File: src/design/kca_pkg.sv
// kca_pkg: shared types for the keyed count aggregator.
// Holds the slot word carried between cells and the per-cycle cell control.
// No dependencies.
`timescale 1ns / 1ps

package kca_pkg;

    localparam int unsigned KeyW = 32;
    localparam int unsigned TotW = 32;

    // Contents of one table slot, as seen by the neighbor cell.
    typedef struct packed {
        logic                   used;
        logic [KeyW-1:0]        key;
        logic signed [TotW-1:0] total;
    } t_slot;

    // Control broadcast to every cell in the chain.
    typedef struct packed {
        logic ev_en;    // counted event this cycle
        logic any_hit;  // some cell already holds the key
        logic shift;    // drain step: take the next cell's slot
    } t_cell_ctl;

endpackage

File: src/design/kca_cell.sv
// kca_cell: one slot of the aggregation table.
// Matches/accumulates on events and shifts toward the head during a flush.
// Depends on kca_pkg.
`timescale 1ns / 1ps

module kca_cell (
    input  logic                          i_clk,
    input  logic                          i_rst_n,
    input  kca_pkg::t_cell_ctl            i_ctl,
    input  logic [kca_pkg::KeyW-1:0]      i_id,
    input  logic signed [kca_pkg::TotW-1:0] i_amount,
    input  logic                          i_prev_used,
    input  kca_pkg::t_slot                i_next,
    output kca_pkg::t_slot                o_slot,
    output logic                          o_hit
);
    import kca_pkg::*;

    logic                   r_used, n_used;
    logic [KeyW-1:0]        r_key, n_key;
    logic signed [TotW-1:0] r_total, n_total;

    assign o_hit = r_used && (r_key == i_id);

    always_comb begin
        n_used  = r_used;
        n_key   = r_key;
        n_total = r_total;
        priority if (i_ctl.shift) begin
            n_used  = i_next.used;
            n_key   = i_next.key;
            n_total = i_next.total;
        end else if (i_ctl.ev_en) begin
            if (o_hit) begin
                n_total = r_total + i_amount;
            end else if (!i_ctl.any_hit && !r_used && i_prev_used) begin
                // first empty slot claims the new key
                n_used  = 1'b1;
                n_key   = i_id;
                n_total = i_amount;
            end
        end else begin
            // hold the slot
        end
    end

    always_ff @(posedge i_clk) begin
        if (!i_rst_n) begin
            r_used <= 1'b0;
        end else begin
            r_used <= n_used;
        end
        r_key   <= n_key;
        r_total <= n_total;
    end

    assign o_slot = '{used: r_used, key: r_key, total: r_total};

endmodule

File: src/design/keyed_count_aggregator_flush.sv
// keyed_count_aggregator_flush: per-key signed counters with periodic flush.
// Flush: the first flush record is valid in the cycle after the flushing word.
// Throughput: one word per cycle while counting; during a flush, input stays stalled
// until the sink has taken every filled slot (1..TABLE_SLOTS).
// Reset: synchronous active-low; clears slot used bits, event counter and drain state.
// Depends on kca_pkg and kca_cell.
`timescale 1ns / 1ps

module keyed_count_aggregator_flush #(
    parameter int unsigned TABLE_SLOTS = 16
) (
    input  logic                            i_clk,
    input  logic                            i_rst_n,
    input  logic                            i_valid,
    output logic                            o_ready,
    input  logic [kca_pkg::KeyW-1:0]        i_process_id,
    input  logic signed [kca_pkg::TotW-1:0] i_amount,
    output logic                            o_valid,
    input  logic                            i_ready,
    output logic [kca_pkg::KeyW-1:0]        o_out_process_id,
    output logic signed [kca_pkg::TotW-1:0] o_out_total,
    output logic                            o_last_of_flush
);
    import kca_pkg::*;

    // Counter width; a single-slot table still needs a one-bit counter.
    localparam int unsigned CntW = (TABLE_SLOTS > 1) ? $clog2(TABLE_SLOTS) : 1;

    // Chain of slot cells. Filled slots always form a prefix, so a cell
    // knows it is the first empty slot from its left neighbor alone.
    t_slot                   w_slot [TABLE_SLOTS];
    t_slot                   w_next [TABLE_SLOTS];
    logic [TABLE_SLOTS-1:0]  w_hit;
    t_cell_ctl               w_ctl;

    logic            r_drain, n_drain;
    logic [CntW-1:0] r_count, n_count;

    logic w_in_acc;
    logic w_out_acc;
    logic w_counted;
    logic w_flush;

    // Accept input only while not draining a flush.
    assign o_ready   = !r_drain;
    assign w_in_acc  = i_valid && o_ready;
    assign w_counted = w_in_acc && (i_process_id != '0);
    assign w_flush   = w_counted && (r_count == CntW'(TABLE_SLOTS - 1));

    // Head cell is the output register; each accepted record shifts the row.
    assign o_valid          = r_drain && w_slot[0].used;
    assign o_out_process_id = w_slot[0].key;
    assign o_out_total      = w_slot[0].total;
    assign o_last_of_flush  = !w_next[0].used;
    assign w_out_acc        = o_valid && i_ready;

    assign w_ctl = '{ev_en: w_counted, any_hit: |w_hit, shift: w_out_acc};

    for (genvar g = 0; g < TABLE_SLOTS; g++) begin : g_cell
        logic w_prev_used;

        if (g == 0) begin : g_head
            assign w_prev_used = 1'b1;
        end else begin : g_body
            assign w_prev_used = w_slot[g-1].used;
        end

        if (g == TABLE_SLOTS - 1) begin : g_tail
            assign w_next[g] = '0;
        end else begin : g_link
            assign w_next[g] = w_slot[g+1];
        end

        kca_cell u_cell (
            .i_clk       (i_clk),
            .i_rst_n     (i_rst_n),
            .i_ctl       (w_ctl),
            .i_id        (i_process_id),
            .i_amount    (i_amount),
            .i_prev_used (w_prev_used),
            .i_next      (w_next[g]),
            .o_slot      (w_slot[g]),
            .o_hit       (w_hit[g])
        );
    end

    always_comb begin
        n_drain = r_drain;
        n_count = r_count;
        priority if (w_out_acc && o_last_of_flush) begin
            // final record taken: drop back to counting
            n_drain = 1'b0;
        end else if (w_flush) begin
            // update lands this edge; start draining next cycle
            n_drain = 1'b1;
            n_count = '0;
        end else if (w_counted) begin
            n_count = r_count + CntW'(1);
        end else begin
            // hold drain state and count
        end
    end

    always_ff @(posedge i_clk) begin
        if (!i_rst_n) begin
            r_drain <= 1'b0;
            r_count <= '0;
        end else begin
            r_drain <= n_drain;
            r_count <= n_count;
        end
    end

endmodule
File: config.mk
export PLATFORM = sky130hd
export DESIGN_NAME = keyed_count_aggregator_flush
export DESIGN_NICKNAME = d
export VERILOG_FILES = /design/src/design/kca_pkg.sv /design/src/design/kca_cell.sv /design/src/design/keyed_count_aggregator_flush.sv
export SDC_FILE = /design/constraint.sdc
export NUM_CORES = 2
export LEC_CHECK = 0
export CORE_ASPECT_RATIO = 0.8
export CORE_MARGIN = 2
export CORE_UTILIZATION = 65
export CTS_BUF_LIST = sky130_fd_sc_hd__clkbuf_16
export DETAILED_ROUTE_END_ITERATION = 8
export DONT_BUFFER_PORTS = 1
export PLACE_DENSITY = 0.81
export SETUP_SLACK_MARGIN = 0.05
export SKIP_LAST_GASP = 1
export SYNTH_ARGS = -nofsm -noshare
export SYNTH_HDL_FRONTEND = slang
export SYNTH_HIERARCHICAL = 1
export SYNTH_SLANG_ARGS = --single-unit
File: constraint.sdc
create_clock -name i_clk -period 6.6 [get_ports i_clk]
set_input_delay 0.66 -clock i_clk [delete_from_list [all_inputs] [get_ports i_clk]]
set_output_delay 0.66 -clock i_clk [all_outputs]
set_load 0.05 [all_outputs]
---- Yosys cells after proc, flatten, opt, wreduce, memory -nomap -nowiden ----
Cells that the tools add are included.
cells by class
  reductions and logical operators ........ 141
  eq/ne operators ......................... 32
  $add $sub $neg .......................... 17
  bitwise operators ....................... 3
  muxes and demuxes ....................... 184
operators by type and width
  operator               count
  $mux W32               122
  $add A32 B32 Y32       16
  $eq A32 B32 Y1         16
  $mux W1                60
  $logic_and A1 B1 Y1    53
  $reduce_and A3 Y1      16
  $reduce_bool A3 Y1     15
  $reduce_bool A2 Y1     18
  $reduce_and A2 Y1      17
  $reduce_bool A32 Y1    1
  $ne A2 B2 Y1 const B   15
  $logic_not A1 Y1       18
  $reduce_or A16 Y1      1
  $mux W4                2
  $add A4 B1 Y4 const B  1
  $eq A4 B4 Y1 const B   1
  $reduce_or A2 Y1       2
  $not A1 Y1             3
word-level totals
  logic and storage cells ................. 427
  input port bits ......................... 68
  flip-flop bits (word level) ............. 1045
  output and inout port bits .............. 67

---- Longest topological paths before layout ----
  depth after elaboration ................. 10
  mapped depth ............................ 11
  gate-level depth less buffers ........... 11

---- Modules after synthesis ----
The synthesis kept the hierarchy.
modules (own cells, without submodules)
  module                             cells each  times used  area an instance (um^2)  seq. area each (um^2)
  kca_cell at g_cell[14].u_cell ...  555         11          5257.5                   1941.9
  kca_cell at g_cell[0].u_cell ...   524         5           5177.5                   1941.9
  keyed_count_aggregator_flush       54          1           405.4                    100.1

---- Worst setup path after synthesis ----
No wires, ideal clock.
  kind .................................... input to register
  start ................................... input port i_process_id[11] in the netlist's numbering
  end ..................................... register g_cell[14].u_cell.r_total[0], enable pin
  arrival time ............................ 5390 ps
  setup time .............................. 388 ps
  path buffers ............................ 0
  path slack .............................. 822 ps
  cell stages on the path ................. 10
  data required time ...................... 6212 ps
  path through ............................ xor2_1 -> or4_1 -> or4_1 -> nor4_1 -> nand2_1 -> inv_2 -> nor4_1 -> nand4_1 -> o31ai_1 -> a21o_1
RTL lines
  what                  RTL line                            text
  start, declared       keyed_count_aggregator_flush.sv:16  input logic [kca_pkg::KeyW-1:0] i_process_id,
  end signal, assigned  kca_cell.sv:54                      r_total <= n_total;
  end, declared         kca_cell.sv:21                      logic signed [TotW-1:0] r_total, n_total;

==> metrics.txt <==
status=finished, final reports clean; std cell rows=118; family with the most delay on the worst path=simple AND/OR/NAND/NOR gates; Slew HR=30.75%; first-pass GRT wire length=399,100 um; total overflow reported by the global router=0; core area=128,900 um2; Util after Layout=69.30%; Arr. time, crit path=4.49 ns; final setup fails=0; required time of the critical path=7.05 ns; minimum period implied by the final worst setup slack=4.038 ns; synth top area cells=edfxtp_1 (37%), ha_1 (7.4%), mux2_2 (6.8%); starting density of the core=65.27%; share of the synthesized area in the top cell type=36.55%; commonest cells after routing, fill and taps aside=edfxtp_1 (1,024), nand2_1 (811), a21oi_1 (693), nor2_1 (616), xor2_1 (520); Final Hold Fails=0; DR vias=71.76k; Worst R2R Path Depth=13; fraction of layout cells with a size suffix above 1=12.21%; Inserted Clock Buffers=111; initial antenna violation count=4; 1st-iter DRT viols=8,354; fillers=9,929; Min-Delay Path Class=in -> reg; CTS tree=built; hpwl dp=179,800 um; Worst Clk Skew=0.04578 ns; clock buffer depth=3; CTS root buf=clkbuf_16; Pwr Density=182.5 nW/um2; Distinct cells, synth=92; Max Cap Violations=0; post-synthesis cell count=8,779; gpl congestion=1.008; DIE HEIGHT=325.8 um; crit path buf inv count=4; final worst slack=2.562 ns; drt total wl=263,600 um; CP Class=reg -> reg; I/O pins=135; global-route total usage across every layer=38.58%; CTS clock-pin slew for the worst setup and hold paths=0.07 ns; area leader, netlist=edfxtp_1; CP Launch Type=flip-flop; Die ar.=132,300 um2; DRT antenna net count=0; Hold EP=r_count[2]$_SDFFE_PN0P_; crit path cell chain=xor2_1 -> or4_1 -> or4_1 -> nor4_1 -> nand2_1 -> inv_2 -> nor4_1 -> buf_4 -> nand4_1 -> buf_4 -> o31ai_4 -> a21o_1 -> buf_4; drt pass-1 iters=6; hold_ws=0.05196 ns; Routed WL per cell=25.30 um; max-slew violations=0; RSZ-0062 raised after global routing=false; Worst-Margin Slew=1.039 ns; Worst path slowest cell=or4_1; R2R Setup Slk=2.56 ns; register bit count reported by yosys=1,045; hold-critical path depth=2; Die W=406.2 um; Final TNS setup=0 ns; Leak=32.87 nW; vias per cell=6.889; most common cell after layout, fill and taps aside=edfxtp_1; final period utilization=61.19%; Hold Startpoint=i_rst_n; FF-to-FF End=g_cell[10].u_cell/r_total[7]$_DFFE_PP_; Top cell by count, worst path=buf_4; crit path max fanout=32; clock sinks=1,045; Skew-Pair Late Insertion Delay=0.78 ns; PortBufs=0; DRC Markers=0; area delta synth->final=6.183%; Largest stage delay, worst path=0.56 ns; Seq/Total Area, Yosys=37.05%; Setup WS pre-CTS=2.394 ns; asr flop ratio synth=0%; nets=9,160; fmax=0.2476 GHz; Post-Syn Area=84,130 um2; Worst VDD drop=0.2484 mV; crit end category=flip-flop; YS warnings=6; H-tree levels=3; Avg Inst Size Synth=9.583 um2; vias in the first global route=67.55k; Pwr Total=0.01630 W; EDFF count, synth=1,024; R2R Path Start=g_cell[15].u_cell/r_key[19]$_DFFE_PP_; post-CTS sizing=0; largest net degree at the start of global routing=170; Primary FF master, synth=edfxtp_1
[worst register-to-register path, cell delays in order, from the launching register on]
cell,delay (ns)
edfxtp_1,0.42
xor2_1,0.19
or4_1,0.56
or4_1,0.54
nor4_1,0.22
nand2_1,0.15
inv_2,0.18
nor4_1,0.09
buf_4,0.18
nand4_1,0.11
buf_4,0.45
o31ai_4,0.17
a21o_1,0.18
buf_4,0.26
[sequential cells by signal (all words and copies together), names as in the netlist]
register               flops
r_drain                    1
g_cell.u_cell/r_key      512
r_count                    4
g_cell.u_cell/r_total    512
g_cell.u_cell/r_used      16
[how the worst max path moves through the flow]
stage	to	slack (ns)	startpoint	cells after the start
after floorplan	g_cell[14].u_cell/r_total[0]$_DFFE_PP_	0.82	i_process_id[11]	10
after global placement	g_cell[15].u_cell/r_total[15]$_DFFE_PP_	2.44	i_process_id[19]	13
after detailed placement	g_cell[14].u_cell/r_total[7]$_DFFE_PP_	2.39	i_process_id[19]	13
after CTS	g_cell[6].u_cell/r_total[0]$_DFFE_PP_	2.65	g_cell[14].u_cell/r_key[19]$_DFFE_PP_	13
after global routing	g_cell[10].u_cell/r_total[5]$_DFFE_PP_	2.43	g_cell[14].u_cell/r_key[19]$_DFFE_PP_	13
final	g_cell[10].u_cell/r_total[7]$_DFFE_PP_	2.56	g_cell[15].u_cell/r_key[19]$_DFFE_PP_	13
[synthesized netlist by cell type (22+ instances only)]
library cell,count
edfxtp_1,1024
nand2_1,811
a21oi_1,693
nor2_1,616
xor2_1,520
mux2_2,507
ha_1,497
clkbuf_1,349
nand3_1,338
o21ai_0,323
xnor2_1,300
a21o_1,279
o21ai_1,262
nor4_1,164
mux2i_1,143
nor3_1,133
a31oi_1,125
nand4_1,114
inv_1,98
a211oi_1,94
o21a_1,92
nor3b_1,80
buf_1,72
o21bai_1,69
o211ai_1,54
and3_1,49
o31ai_1,49
or3_1,49
and2_1,44
nor2b_1,44
or4_1,44
a31o_2,43
and4b_1,38
nor4b_1,38
or2_2,37
a41oi_1,32
o2111ai_1,27
nand3_2,22
[what timing repair did]
| action | 4_1_cts | 5_1_grt |
|---|---|---|
| endpoints found under the setup margin | 0 | 0 |
| setup buffers | 0 | 0 |
| hold buffers | 1 | 0 |
| hold endpoints to repair | 4 | 0 |
[where the power goes]
part	total, W	switching (W)	internal (W)
Sequential	0.00745	0.000107	0.00734
Combinational	0.00226	0.00126	0.000994
Clock	0.00659	0.00293	0.00367
[stage by stage]
step / instance area [um2] / std cells
after global routing: 89320 / 10420
after CTS: 89320 / 10420
after global placement: 85540 / 10210
after floorplan: 84370 / 8843
after detailed placement: 85540 / 10210
final: 89330 / 10420
[layer usage]
layer / global-route usage [%] / up-vias / routed length, um
met1: 51.61 / 34250 / 106100
met3: 7.718 / 848 / 24840
met4: 21.01 / 10 / 16510
li1: - / 32850 / -
met5: 0 / - / 71
met2: 58.93 / 3799 / 116000
[cells by family (layout without fill, tap and decap cells)]
logic type / after synthesis / count (layout) / synth area share [%]
fa+ha+maj: 513 / 513 / 7.773
other cells: 2 / 68 / 0.008927
simple gates: 2776 / 2776 / 16.87
flops: 1045 / 1045 / 37.05
compound gates: 2390 / 2390 / 18.44
buf+inv: 583 / 415 / 2.830
mux: 650 / 650 / 8.488
xor+xnor: 820 / 820 / 8.537
[final cells by class]
cell class | count | area, um2 | area share, %
well taps | 1740 | 2177 | 2.437
repair buffers | 91 | 735.7 | 0.8236
inverters | 115 | 431.7 | 0.4832
diodes | 2 | 5.005 | 0.005603
multi-input cells | 7215 | 51040 | 57.14
clock buffers | 112 | 2803 | 3.138
flip-flops and latches | 1045 | 31170 | 34.89
clock inverters | 97 | 964.7 | 1.080
Power figures use the tool's default switching activity.
